## src/hw/rtl/spdv_vol.sv

```systemverilog
// Distance volume pipeline: squared distance, then compare against 2^36/v^2 thresholds.
`timescale 1ns / 1ps
module spdv_vol (
	input logic clk,
	input logic [18:0] ax,
	input logic [18:0] ay,
	input logic [18:0] az,
	input logic big,
	input logic en,
	output logic [5:0] volume
);
	logic [37:0] sq_x_s1, sq_y_s1, sq_z_s1;
	logic big_s1, big_s2;
	logic [39:0] s_s2;
	logic [5:0] vol_s3;
	logic [32:1] ge;

	always_ff @(posedge clk) begin
		if (en) begin
			sq_x_s1 <= ax * ax;
			sq_y_s1 <= ay * ay;
			sq_z_s1 <= az * az;
			big_s1 <= big;
			s_s2 <= 40'(sq_x_s1) + 40'(sq_y_s1) + 40'(sq_z_s1);
			big_s2 <= big_s1;
		end
	end

	// ge[v]: v*v*s <= 2^36, i.e. s <= floor(2^36 / v^2)
	for (genvar v = 1; v <= 32; v++) begin : g_thr
		localparam logic [39:0] THR = 40'((64'(1) << 36) / 64'(v * v));
		assign ge[v] = s_s2 <= THR;
	end

	always_comb begin
		vol_s3 = '0;
		for (int v = 1; v <= 32; v++) begin
			if (ge[v]) vol_s3 = 6'(v);
		end
		if (big_s2) vol_s3 = '0;
	end

	always_ff @(posedge clk) begin
		if (en) volume <= vol_s3;
	end
endmodule

```

## config.mk

```make
export PLATFORM = sky130hd
export DESIGN_NAME = spdv_vol
export DESIGN_NICKNAME = d
export VERILOG_FILES = /design/src/hw/rtl/spdv_vol.sv
export SDC_FILE = /design/constraint.sdc
export NUM_CORES = 2
export LEC_CHECK = 0
export BUFFER_PORTS_ARGS = -buffer_cell sky130_fd_sc_hd__buf_4
export CORE_AREA = 4 4 304 306
export DETAILED_ROUTE_END_ITERATION = 10
export DIE_AREA = 0 0 308 310
export HOLD_SLACK_MARGIN = 0.03
export PLACE_DENSITY = 0.59
export SLEW_MARGIN = 20
export SYNTH_ARGS = -nofsm -noshare
export SYNTH_HDL_FRONTEND = slang
export SYNTH_SLANG_ARGS = --single-unit
export TNS_END_PERCENT = 10
```

## constraint.sdc

```tcl
create_clock -name clk -period 14.9 [get_ports clk]
set_input_delay 2.98 -clock clk [delete_from_list [all_inputs] [get_ports clk]]
set_output_delay 2.98 -clock clk [all_outputs]
set_load 0.02 [all_outputs]
```

==> PnR_summary.wiki <==
{| class="wikitable"
! Metric !! Value
|-
| Master cell of the clock root buffer || clkbuf_16
|-
| Total vias in the final route || 28700
|-
| Avg WL per Cell || 19.1 µm
|-
| Max clock buf depth || 2
|-
| Worst Setup Slack post-DPL || 4.97 ns
|-
| Share of synthesized area occupied by flip-flops and latches || 11.9%
|-
| Class of the tightest hold or removal check || reg2reg
|-
| Final nets || 5435
|-
| Worst path cell trace || buf_4, inv_1, nor2_1, fa_1, fa_1, fa_1, inv_1, fa_1, inv_1, fa_1, fa_1, ha_1, a21o_1, a2111oi_0, a21oi_1, a21o_1, a2111oi_0, o21ai_0, o311a_1, a41oi_1, mux2i_1, nand2_1
|-
| Launch instance of the worst register-to-register path || sq_x_s1[9]$_DFFE_PP_
|-
| Share of Yosys cell area claimed by the top area cell type || 39.0%
|-
| Standard cell core area || 89600 µm²
|-
| Vias per inst || 5.33
|-
| Commonest cells after routing, fill and taps aside || inv_1 (912), fa_1 (783), ha_1 (401), nand2_1 (309), and2_1 (293)
|-
| Critical path's slowest cell || a2111oi_0
|-
| Number of failing setup endpoints in the final timing report || 0
|-
| Arrival time worst endpoint || 9.70 ns
|-
| Commonest non-fill, non-tap cell in the layout || inv_1
|-
| Deepest level of the CTS H-tree || 4
|-
| Die span in y || 310 µm
|-
| Mean post-synth cell area || 9.51 µm²
|-
| Number of gates given a new drive strength after cts || 0
|-
| Yosys reg bits || 159
|-
| Category of the most critical setup path || in2reg
|-
| Yosys warning total || 0
|-
| Die area || 95500 µm²
|-
| Global-route congestion overflow total || 0
|-
| DRC viols || 0
|-
| Most used DFF post-synth || edfxtp_1
|-
| Clock tree from TritonCTS || done
|-
| Startpoint kind of the worst setup timing path || primary input
|-
| Final wirelength || 103000 µm
|-
| Final worst hold slack || 0.434 ns
|-
| Slew Viols, Final || 0
|-
| Total Negative Setup Slacks || 0 ns
|-
| GPL Wtd Cong || 0.974
|-
| Layout Area Growth over Synthesis || 5.47%
|-
| Worst slew slack as a fraction of its limit || 32.2%
|-
| Post-DRT Antenna Nets || 0
|-
| Iteration count of the initial detailed-routing pass || 7
|-
| Number of enable flip-flop cells after synthesis || 159
|-
| RSZ-0062 raised after global routing || no
|-
| Worst-margin pin slew || 0.991 ns
|-
| Proportion of layout cells with a drive suffix above 1 || 3.54%
|-
| Crit. End Element || flip-flop
|-
| Worst path setup slack after routing || 5.39 ns
|-
| Register clock-pin slew on the reported worst setup and hold paths || 0.07 ns
|-
| Number of top-level pins || 66
|-
| Post-layout min period || 9.51 ns
|-
| Run status || completed
|-
| Fin crit share || 63.8%
|-
| Gr usage total || 22.4%
|-
| Clk_skew || 0.00998 ns
|-
| Total of max-cap violations || 0
|-
| CP max stage delay || 0.86 ns
|-
| DP Wirelength || 84800 µm
|-
| Post-synth top area cell || fa_1
|-
| Timing startpoint of the critical path || az[3]
|-
| Largest net degree at the start of global routing || 93
|-
| Width of the chip || 308 µm
|-
| Final-report hold violation count || 0
|-
| Number of antenna violations at the first check in global routing || 2
|-
| Number of inserted filler cells in the final layout || 8560
|-
| Synthesized cell area || 40200 µm²
|-
| Number of clock sinks seen by CTS || 159
|-
| Clock latency at the later pin of the worst-skew pair || 0.44 ns
|-
| Clock buffers created by TritonCTS || 17
|-
| CTS hold repair buffers || 0
|-
| Port buffer count || 65
|-
| Number of global-route vias before repair || 30500
|-
| First-pass GRT wire length || 169000 µm
|-
| Gate count after technology mapping || 4222
|-
| Top post-synthesis cells by area || fa_1 (39%), ha_1 (12%), edfxtp_1 (12%), inv_1 (8.5%), and2_1 (4.6%)
|-
| Total setup buffers inserted after CTS || 0
|-
| Hold Path Origin || big_s1$_DFFE_PP_
|-
| Count of distinct cell types in the synthesized netlist || 77
|-
| Max Fclk || 0.105 GHz
|-
| Most common cell type on the critical path || fa_1
|-
| Req. time, crit path || 15.09 ns
|-
| Starting density of the core || 44.8%
|-
| DRC marker count from the first detailed-route iteration || 2220
|-
| Critical path peak fanout || 14
|-
| Row cnt || 110
|-
| Async S/R FF share, synth || 0%
|}
area by class of cell:
cell class                 count  area, µm²  area share [%]
clock buffer                  17        425            1.00
sequential                   159       4770            11.3
timing repair buffer          82        619            1.46
antenna                        1       2.50         0.00591
inverter                     912       3420            8.08
tap                         1176       1470            3.47
multi-input combinational   3019      31500            74.3
clock inverter                15        180           0.425
flip-flops by register name (all words and copies together) (netlist names):
name and cells:
sq_y_s1 37, sq_z_s1 37, big_s1 1, volume 6
sq_x_s1 37, big_s2 1, s_s2 40
cell usage after synthesis, types with 17 or more instances:
master    number
a211oi_1      29
a21o_1        53
a21oi_1      144
a31oi_1       29
and2_1       293
and3_1        17
clkbuf_1     126
edfxtp_1     159
fa_1         783
ha_1         401
inv_1        912
nand2_1      309
nand2b_1      44
nand3_1       36
nand4_1       34
nor2_1       195
nor2b_1       42
nor3_1        47
nor4_1        28
o21a_1        27
o21ai_0      117
o21bai_1      21
xnor2_1      115
xor2_1        33
cell families after synthesis:
group / share of synthesized area [%]
flip-flops: 11.9
AND/OR/NAND/NOR: 14.7
AO/OA/AOI/OAI: 8.72
adder cells (fa/ha/maj): 51.5
buffers and inverters: 9.79
other: 0.00934
multiplexers: 0.109
XOR/XNOR: 3.23
final timing paths:
| path | depth (start not counted) | to | slack (ns) |
|---|---|---|---|
| min reg2reg | 0 | big_s2$_DFFE_PP_ | 0.43 |
| min | 0 | big_s2$_DFFE_PP_ | 0.43 |
| max reg2reg | 12 | s_s2[37]$_DFFE_PP_ | 10.60 |
| max | 22 | sq_z_s1[36]$_DFFE_PP_ | 5.39 |
worst max-delay path, delay by kind of cell:
kind	cells	cell delay, ns
simple gates	2	0.16
mux	1	0.21
fa+ha+maj	7	3.39
buf+inv	4	0.52
compound gates	8	2.42
through the flow:
step           util, %  area [µm²]  instances
2_1_floorplan        -       40200       4224
3_3_place_gp      46.6       41800       5348
3_5_place_dp      46.6       41800       5348
4_1_cts           47.3       42400       5380
5_1_grt           47.3       42400       5380
6_report          47.3       42400       5381
per-layer routing:
metal / share of wire (%) / wire length (µm) / GRT usage (%)
met5: 0 / 0 / 0
met2: 47 / 48100 / 36.4
met4: 2.3 / 2370 / 4.73
met3: 5.5 / 5640 / 2.85
met1: 46 / 46900 / 32.5
Power is not shown: default switching activity piles up to over one toggle a cycle in this logic, so the estimate is an artifact.
